<file path="src/hw/rtl/cer_pkg.sv">
// Shared types, constants and the 16.16 multiply for the camera rotation block.
package cer_pkg;

   localparam int DATA_W    = 32;
   localparam int TRIG_W    = 18;
   localparam int CSR_W     = 36;
   localparam int CSR_IDX_W = 3;
   localparam int FRAC_BITS = 16;
   localparam int PROD_W    = DATA_W + TRIG_W;
   localparam int STAGES    = 7;

   localparam logic [DATA_W-1:0] CAMERA_RESET = '0;
   localparam logic [CSR_W-1:0]  TRIG_RESET   = CSR_W'(65536);

   typedef enum logic [CSR_IDX_W-1:0] {
      REG_CAMERA_X     = 3'd0,
      REG_CAMERA_Y     = 3'd1,
      REG_CAMERA_Z     = 3'd2,
      REG_TRIG_ABOUT_X = 3'd3,
      REG_TRIG_ABOUT_Y = 3'd4,
      REG_TRIG_ABOUT_Z = 3'd5
   } reg_index_type;

   typedef logic signed [DATA_W-1:0] fix_type;
   typedef logic signed [TRIG_W-1:0] trig_type;

   // Decoded configuration as seen by the datapath
   typedef struct packed {
      fix_type  cam_x;
      fix_type  cam_y;
      fix_type  cam_z;
      trig_type sin_x;
      trig_type cos_x;
      trig_type sin_y;
      trig_type cos_y;
      trig_type sin_z;
      trig_type cos_z;
   } cfg_type;

   // 16.16 product: bits 47:16 of the exact signed product
   function automatic fix_type fmul(input trig_type a, input fix_type b);
      logic signed [PROD_W-1:0] p;
      p = PROD_W'(a) * PROD_W'(b);
      return p[FRAC_BITS+DATA_W-1:FRAC_BITS];
   endfunction

endpackage

</file>
<file path="src/hw/rtl/cer_if.sv">


interface cer_csr_if;
   logic                             valid;
   logic                             ready;
   logic [cer_pkg::CSR_IDX_W-1:0]    index;
   logic [cer_pkg::CSR_W-1:0]        data;
   modport source (output valid, output index, output data, input ready);
   modport sink   (input valid, input index, input data, output ready);
endinterface

</file>
<file path="src/hw/rtl/cer_csr.sv">
// Configuration register file: camera position and three sine/cosine pairs.
module cer_csr (
   input  logic              clock,
   input  logic              reset,
   cer_csr_if.sink           csr,
   output cer_pkg::cfg_type  cfg
);

   logic [cer_pkg::DATA_W-1:0] cam_x_ff, cam_y_ff, cam_z_ff;
   logic [cer_pkg::CSR_W-1:0]  trig_x_ff, trig_y_ff, trig_z_ff;

   assign csr.ready = 1'b1;

   always_ff @(posedge clock) begin
      if (reset) begin
         cam_x_ff  <= cer_pkg::CAMERA_RESET;
         cam_y_ff  <= cer_pkg::CAMERA_RESET;
         cam_z_ff  <= cer_pkg::CAMERA_RESET;
         trig_x_ff <= cer_pkg::TRIG_RESET;
         trig_y_ff <= cer_pkg::TRIG_RESET;
         trig_z_ff <= cer_pkg::TRIG_RESET;
      end else if (csr.valid) begin
         unique case (csr.index)
            cer_pkg::REG_CAMERA_X:     cam_x_ff  <= csr.data[cer_pkg::DATA_W-1:0];
            cer_pkg::REG_CAMERA_Y:     cam_y_ff  <= csr.data[cer_pkg::DATA_W-1:0];
            cer_pkg::REG_CAMERA_Z:     cam_z_ff  <= csr.data[cer_pkg::DATA_W-1:0];
            cer_pkg::REG_TRIG_ABOUT_X: trig_x_ff <= csr.data;
            cer_pkg::REG_TRIG_ABOUT_Y: trig_y_ff <= csr.data;
            cer_pkg::REG_TRIG_ABOUT_Z: trig_z_ff <= csr.data;
            default: ;  // unmapped index: write dropped
         endcase
      end
   end

   // sine in the upper half, cosine in the lower
   always_comb begin
      cfg.cam_x = cam_x_ff;
      cfg.cam_y = cam_y_ff;
      cfg.cam_z = cam_z_ff;
      cfg.sin_x = trig_x_ff[2*cer_pkg::TRIG_W-1:cer_pkg::TRIG_W];
      cfg.cos_x = trig_x_ff[cer_pkg::TRIG_W-1:0];
      cfg.sin_y = trig_y_ff[2*cer_pkg::TRIG_W-1:cer_pkg::TRIG_W];
      cfg.cos_y = trig_y_ff[cer_pkg::TRIG_W-1:0];
      cfg.sin_z = trig_z_ff[2*cer_pkg::TRIG_W-1:cer_pkg::TRIG_W];
      cfg.cos_z = trig_z_ff[cer_pkg::TRIG_W-1:0];
   end

endmodule

</file>
<file path="src/flat_wrapper.sv">
// flat-port wrapper written by rule: the top's interface ports become plain ports
module cer_csr_flat 
  (clock, reset, cfg, csr_valid, csr_index, csr_data, csr_ready);
  cer_csr_if csr_i ();
  input  logic clock;
  input  logic reset;
  output cer_pkg::cfg_type cfg;
  input wire logic [$bits(csr_i.valid)-1:0] csr_valid;
  input wire logic [$bits(csr_i.index)-1:0] csr_index;
  input wire logic [$bits(csr_i.data)-1:0] csr_data;
  output wire logic [$bits(csr_i.ready)-1:0] csr_ready;
  assign csr_i.valid = csr_valid;
  assign csr_i.index = csr_index;
  assign csr_i.data = csr_data;
  assign csr_ready = csr_i.ready;
  cer_csr u_core (.clock(clock), .reset(reset), .csr(csr_i), .cfg(cfg));
endmodule
</file>
<file path="config.mk">
export PLATFORM = sky130hd
export DESIGN_NAME = cer_csr_flat
export DESIGN_NICKNAME = d
export VERILOG_FILES = /design/src/hw/rtl/cer_pkg.sv /design/src/hw/rtl/cer_if.sv /design/src/hw/rtl/cer_csr.sv /design/src/flat_wrapper.sv
export SDC_FILE = /design/constraint.sdc
export NUM_CORES = 1
export LEC_CHECK = 0
export ABC_CLOCK_PERIOD_IN_PS = 1300
export BUFFER_PORTS_ARGS = -buffer_cell sky130_fd_sc_hd__buf_4
export CORE_MARGIN = 2
export CORE_UTILIZATION = 46
export DETAILED_ROUTE_END_ITERATION = 12
export PLACE_DENSITY = 0.76
export SKIP_LAST_GASP = 1
export SYNTH_ARGS = -nofsm -noshare
export SYNTH_HDL_FRONTEND = slang
export SYNTH_SLANG_ARGS = --single-unit
</file>
<file path="constraint.sdc">
create_clock -name clock -period 1.3 [get_ports clock]
set_input_delay 0.26 -clock clock [delete_from_list [all_inputs] [get_ports clock]]
set_output_delay 0.26 -clock clock [all_outputs]
set_load 0.05 [all_outputs]
</file>
After elaboration in Yosys (flattened, before gate mapping)
Cells that the tools add are included.
Word-level totals
  output and inout port bits: 205
  logic and storage cells: 18
  flip-flop bits (word level): 204
Cells by class
  reduce and logical (&&, ||, !) cells: 7
  eq/ne operators: 5
Operator list (count)
  AND reduction 2 bit: 6
  equality test 3 x 2 -> 1 bit, second input constant: 2
  equality test 3 bit, second input constant: 2
  equality test 3 x 1 -> 1 bit, second input constant: 1
  logical NOT 3 bit: 1

Logic depth before layout (Yosys ltp)
Gate-level depths: netlist (run 1).
  depth in word-level cells: 2
  gate-level depth with buffers: 5

Worst setup path before layout (run 1)
OpenSTA, ideal clock, no wires.
  kind: input-to-reg
  start: input port csr_index[2]
  end: register u_core.cam_x_ff[22] in the netlist's numbering
  stages: 4
  required time: 1176 ps
  library setup time: 124 ps
  arrival time: 1173 ps
  path buffers: 2
  path slack: 3 ps
  cell sequence: or4b_1 > buf_6 > buf_12 > mux2i_1
Between the ends
  word-level cells in the longest chain between the ends: 2
RTL lines
  start, declared: RTL line flat_wrapper.sv:9  | input wire logic [$bits(csr_i.index)-1:0] csr_index;
  logical NOT 3 bit: RTL line cer_csr.sv:23  | unique case (csr.index)
  AND reduction 2 bit (no line)
  end signal, assigned: RTL line cer_csr.sv:16  | cam_x_ff <= cer_pkg::CAMERA_RESET;
  end signal, assigned: RTL line cer_csr.sv:24  | cer_pkg::REG_CAMERA_X: cam_x_ff <= csr.data[cer_pkg::DATA_W-1:0];
  end, declared: RTL line cer_csr.sv:9  | logic [cer_pkg::DATA_W-1:0] cam_x_ff, cam_y_ff, cam_z_ff;
Every way passes these cells.
A chain may end at the register's enable or synchronous reset.

Worst setup path in the final report (run 1)
  start: register u_core.cam_z_ff[26] in the netlist's numbering
  end: output port cfg[134] in the netlist's numbering
RTL lines
  start, declared: RTL line cer_csr.sv:9
  start signal, assigned: RTL line cer_csr.sv:18  | cam_z_ff <= cer_pkg::CAMERA_RESET;
  start signal, assigned: RTL line cer_csr.sv:26  | cer_pkg::REG_CAMERA_Z: cam_z_ff <= csr.data[cer_pkg::DATA_W-1:0];
  end, declared: RTL line flat_wrapper.sv:7  | output cer_pkg::cfg_type cfg;
No word-level cell between the ends.

==> results of run 1 <==
## per-layer routing
metal	up-vias	global-route usage [%]
met5	-	0
met1	2812	27.63
met2	187	35.07
li1	2857	-
met4	0	5.845
met3	35	6.884
## synth_stat cells
cell | number | area share (%)
nand2b_1 | 237 | 19
dfxtp_1 | 204 | 51
mux2i_1 | 204 | 26
clkbuf_1 | 28 | 1.3
buf_2 | 18 | 1.1
buf_4 | 4 | 0.38
nor2_1 | 4 | 0.19
nand4bb_1 | 3 | 0.42
nand4b_1 | 2 | 0.22
and4b_1 | 1 | 0.13
buf_12 | 1 | 0.25
buf_6 | 1 | 0.14
conb_1 | 1 | 0.047
nor4b_1 | 1 | 0.11
or4b_1 | 1 | 0.13
## sequential cells by signal, indices dropped and copies added, names as in the netlist
| name | flops |
|---|---|
| u_core.cam_x_ff | 32 |
| u_core.cam_y_ff | 32 |
| u_core.cam_z_ff | 32 |
| u_core.trig_x_ff | 36 |
| u_core.trig_y_ff | 36 |
| u_core.trig_z_ff | 36 |
## cells by family after synthesis
group	count (synthesis)	synth area share, %
buffers and inverters	52	3.221
multiplexers	204	25.64
flip-flops	204	51.28
other	1	0.04709
AND/OR/NAND/NOR	249	19.81
## through the flow
stage,hold slack [ps],cells
CTS,54.20,1210
global route,61.95,1210
floorplan,441.2,710
detailed placement,460.5,1172
finish,64.01,1210
global placement,458.2,1172
## area by class of cell
type	instances	share of cell area (%)
Sequential cell	204	35.58
Clock buffer	32	5.208
Timing Repair Buffer	289	25.77
Tap cell	225	2.339
Multi-Input combinational cell	454	30.56
Clock inverter	6	0.5405
## report_power, final
| group | internal [mW] | switching [mW] |
|---|---|---|
| Combinational | 0.695 | 0.945 |
| Clock | 3.54 | 2.44 |
| Sequential | 6.41 | 0.103 |
| Total | 10.6 | 3.48 |
## repair_timing
| item | CTS | global route |
|---|---|---|
| hold buffers | 0 | 0 |
| setup endpoints to repair | 129 | 178 |
| setup buffers | 0 | 0 |
| gates resized for setup | 150 | 214 |
## worst paths after layout
check,slack (ps),start,depth (start not counted),to
max reg2reg,620,u_core.trig_z_ff[9],2,u_core.trig_z_ff[9]
min reg2reg,480,u_core.trig_y_ff[28],2,u_core.trig_y_ff[28]
min,60,csr_data[16],3,u_core.trig_x_ff[16]
max,20,u_core.cam_z_ff[26],1,cfg[134]
==> flow_metrics.py, run 1 <==
metrics = {
    "outcome": {
        "outcome": "finished clean",
    },
    "logic_synthesis": {
        "synth.ff_latch_count": 204,
        "syn-num-nets": 752,
        "ys_seq_area_share_pct": 51.28,
        "synth_cells": 710,
        "avgSynthCellArea_sq_um": 11.22,
        "syn-cell-area_sq_um": 7964,
        "synth_warnings": 0,
        "synthDistinctLibCells": 15,
    },
    "critical_path": {
        "path_class": "flop to output pin",
        "critPathMaxFanout": 2,
        "cpPeakStageDelay_ps": 360,
        "worstPathCellList": "buf_6",
        "worstPathRequired_ps": 1040,
        "cp_top_family": "flip-flops",
        "worst_path_max_delay_cell": "dfxtp_1",
        "cp_num_buf_inv": 1,
        "start_kind": "flop",
        "crit_arrival_ps": 1020,
        "critPathCaptureType": "output pin",
    },
    "final_layout": {
        "syn2layout_area_growth_pct": 51.14,
        "finalNetCount": 1012,
        "multiInputGateArea_sq_um": 3679,
        "drive_gt1_share_pct": 49.24,
        "most-common-layout-cells": "nand2b_1, mux2i_1, buf_6",
        "final_common_cell": "nand2b_1",
        "n_antenna_cell": 0,
        "finalInstanceArea_sq_um": 12040,
        "n_fill_cell": 1207,
        "seq_area_sq_um": 4283,
        "final_util_pct": 70.32,
    },
    "timing": {
        "final_hold_viol_count": 0,
        "maxSlewViolCount": 0,
        "finalSetupViolations": 0,
        "fin_setup_tns_ps": 0,
        "setup_ws_ps": 18.04,
        "max_freq_ghz": 0.7801,
        "skew_ps": 0,
        "fin_crit_ps": 1282,
        "period_share_pct": 98.61,
    },
    "pwr": {
        "p_per_area_nw_per_um2": 1173,
        "max-vdd-ir-drop_uv": 841.0,
        "total_power_mw": 14.12,
        "p_leak_nw": 5.850,
    },
    "grt": {
        "grt_usage_pct": 21.55,
        "grt_pass1_vias": 5926,
        "grt_max_degree": 70,
        "antenna_found_initial": 0,
        "overflow": 0,
        "grt_pass1_wl_um": 31790,
    },
    "place": {
        "place_area_sq_um": 10380,
        "gp_congestion": 0.7633,
        "post-dp-hpwl_um": 13890,
        "place_ws_ps": -129.7,
        "port_buffers": 245,
    },
    "clock_network": {
        "cts.sinks": 204,
        "path_clk_slew_ps": 60,
        "tritoncts": "yes",
        "clk_path_buf_depth": 3,
        "clockRootBuffer": "clkbuf_16",
        "cts_buffers": 21,
        "clock_latency_ps": 480,
        "cts_max_level": 1,
    },
    "die": {
        "die_h_um": 135.6,
        "initial_core_util_pct": 46.53,
        "core_sq_um": 17120,
        "io_pins": 247,
        "die_area_sq_um": 18380,
        "num_rows": 48,
        "fp.dieW_um": 135.6,
    },
    "min_path": {
        "hold_path_class": "input pin to flop",
    },
    "flow_run": {
        "max-cap-violations": 0,
    },
    "drt": {
        "dr_total_vias": 5891,
        "wl_um": 20970,
        "ant_nets": 0,
        "met2_length_um": 9900,
        "drt_iter0_markers": 225,
        "wl_met3_um": 1648,
        "drc": 0,
        "routedWlPerCell_um": 17.33,
        "highest_layer": "met4",
        "wl_met1_um": 8944,
        "first_pass_iters": 4,
        "avgViaCountPerCell": 4.869,
    },
}
No activity file was read; power rests on OpenSTA's default activity.
==> run 2, diff against run 1 <==
--- a/config.mk
+++ b/config.mk
@@ -10,6 +10,7 @@
 export CORE_MARGIN = 2
 export CORE_UTILIZATION = 46
 export DETAILED_ROUTE_END_ITERATION = 12
+export MAX_ROUTING_LAYER = met4
 export PLACE_DENSITY = 0.76
 export SKIP_LAST_GASP = 1
 export SYNTH_ARGS = -nofsm -noshare
==> flow_metrics.py, run 2 (synthesis gave the netlist of run 1 again) <==
metrics = {
    "drt": {
        "met2_length_um": 9867,
        "ant_nets": 0,
        "avgViaCountPerCell": 4.879,
        "wl_met3_um": 1452,
        "highest_layer": "met4",
        "routedWlPerCell_um": 17.28,
        "wl_met1_um": 9107,
        "first_pass_iters": 4,
        "drc": 0,
        "wl_um": 20900,
        "drt_iter0_markers": 220,
        "dr_total_vias": 5904,
    },
    "timing": {
        "fin_crit_ps": 1279,
        "setup_ws_ps": 21.37,
        "period_share_pct": 98.36,
        "maxSlewViolCount": 0,
        "final_hold_viol_count": 0,
        "fin_setup_tns_ps": 0,
        "finalSetupViolations": 0,
        "max_freq_ghz": 0.7821,
        "skew_ps": 0,
    },
    "critical_path": {
        "critPathMaxFanout": 2,
        "rr_worst_depth": 2,
        "rrSetupSlack_ps": 610,
        "critPathCaptureType": "output pin",
        "worstPathRequired_ps": 1040,
        "path_class": "flop to output pin",
        "start_kind": "flop",
        "timing.rr.start": "u_core.trig_z_ff[9]",
        "crit_arrival_ps": 1020,
        "cp_num_buf_inv": 1,
        "cpPeakStageDelay_ps": 350,
        "rr_endpoint": "u_core.trig_z_ff[9]",
        "worst_path_max_delay_cell": "dfxtp_1",
        "cp_top_family": "flip-flops",
        "worstPathCellList": "buf_6",
    },
    "clock_network": {
        "cts_max_level": 1,
        "clockRootBuffer": "clkbuf_16",
        "path_clk_slew_ps": 60,
        "tritoncts": "yes",
        "clock_latency_ps": 480,
        "clk_path_buf_depth": 3,
        "cts_buffers": 21,
        "cts.sinks": 204,
    },
    "min_path": {
        "hold_depth": 3,
        "hold_path_class": "input pin to flop",
        "min_to": "u_core.trig_x_ff[16]",
        "hold_path_startpoint": "csr_data[16]",
    },
    "die": {
        "core_sq_um": 17120,
        "die_h_um": 135.6,
        "die_area_sq_um": 18380,
        "io_pins": 247,
        "initial_core_util_pct": 46.53,
        "fp.dieW_um": 135.6,
        "num_rows": 48,
    },
    "final_layout": {
        "n_fill_cell": 1207,
        "final_common_cell": "nand2b_1",
        "syn2layout_area_growth_pct": 51.14,
        "n_antenna_cell": 0,
        "most-common-layout-cells": "nand2b_1, mux2i_1, buf_6",
        "drive_gt1_share_pct": 49.24,
        "finalNetCount": 1012,
        "largestRegisters": "u_core.trig_x_ff x36, u_core.trig_y_ff x36, u_core.trig_z_ff x36",
    },
    "grt": {
        "grt_pass1_wl_um": 31740,
        "grt_pass1_vias": 5930,
        "grt_usage_pct": 22.20,
        "overflow": 0,
        "antenna_found_initial": 0,
        "grt_max_degree": 70,
    },
    "place": {
        "gp_congestion": 0.7734,
        "post-dp-hpwl_um": 13890,
        "place_ws_ps": -129.7,
        "port_buffers": 245,
    },
    "pwr": {
        "p_leak_nw": 5.850,
        "max-vdd-ir-drop_uv": 834.6,
        "p_per_area_nw_per_um2": 1173,
    },
    "flow_run": {
        "max-cap-violations": 0,
    },
    "outcome": {
        "outcome": "finished clean",
    },
}
run 2: cell counts in the layout (fill, tap and decap cells not counted):
No cell type changed its count.
run 2: area by class of cell:
class | count | area [sq um] | share of cell area, %
Sequential cell | 204 | 4283 | 35.58
Multi-Input combinational cell | 454 | 3679 | 30.56
Timing Repair Buffer | 289 | 3102 | 25.77
Clock buffer | 32 | 626.9 | 5.208
Tap cell | 225 | 281.5 | 2.339
Clock inverter | 6 | 65.06 | 0.5405
run 2: how the worst max path moves through the flow:
stage	start	endpoint	slack, ps	cells past startpoint
final	u_core.cam_z_ff[26]	cfg[134]	20	1
after global routing	u_core.cam_z_ff[5]	cfg[113]	-7	1
after CTS	u_core.cam_y_ff[3]	cfg[143]	-20	1
after detailed placement	csr_index[2]	u_core.cam_x_ff[13]	-130	4
after global placement	csr_index[2]	u_core.cam_x_ff[28]	-110	4
after floorplan	csr_index[2]	u_core.cam_x_ff[22]	3	4
run 2: timing repair:
action | 4_1_cts | 5_1_grt
hold buffers | 0 | 0
hold endpoints to repair | 0 | 0
pin swaps | 0 | 0
endpoints found under the setup margin | 129 | 178
resized for setup | 150 | 214
buffers inserted | 0 | 0
run 2: layer usage:
metal	track usage [%]	vias to the layer above
li1	-	2861
met1	28.26	2822
met2	35.04	184
met3	5.948	37
met4	5.845	0
met5	-	-
run 2: report_power, final:
group          total [mW]  internal [mW]  switching, mW
Clock                5.97           3.53           2.43
Combinational        1.64          0.695          0.945
Sequential           6.51           6.41          0.103
Total                14.1           10.6           3.48
run 2: stage by stage:
stage,std cells,utilization (%),total power [mW],instance area [sq um],hold WS (ps)
after detailed placement,1172,60.62,8.156,10380,460.5
after global routing,1210,70.32,14.58,12040,61.97
final,1210,70.32,14.12,12040,64.50
after floorplan,710,-,7.577,7964,441.2
after CTS,1210,67.65,14.17,11580,54.20
after global placement,1172,60.62,8.146,10380,458.2
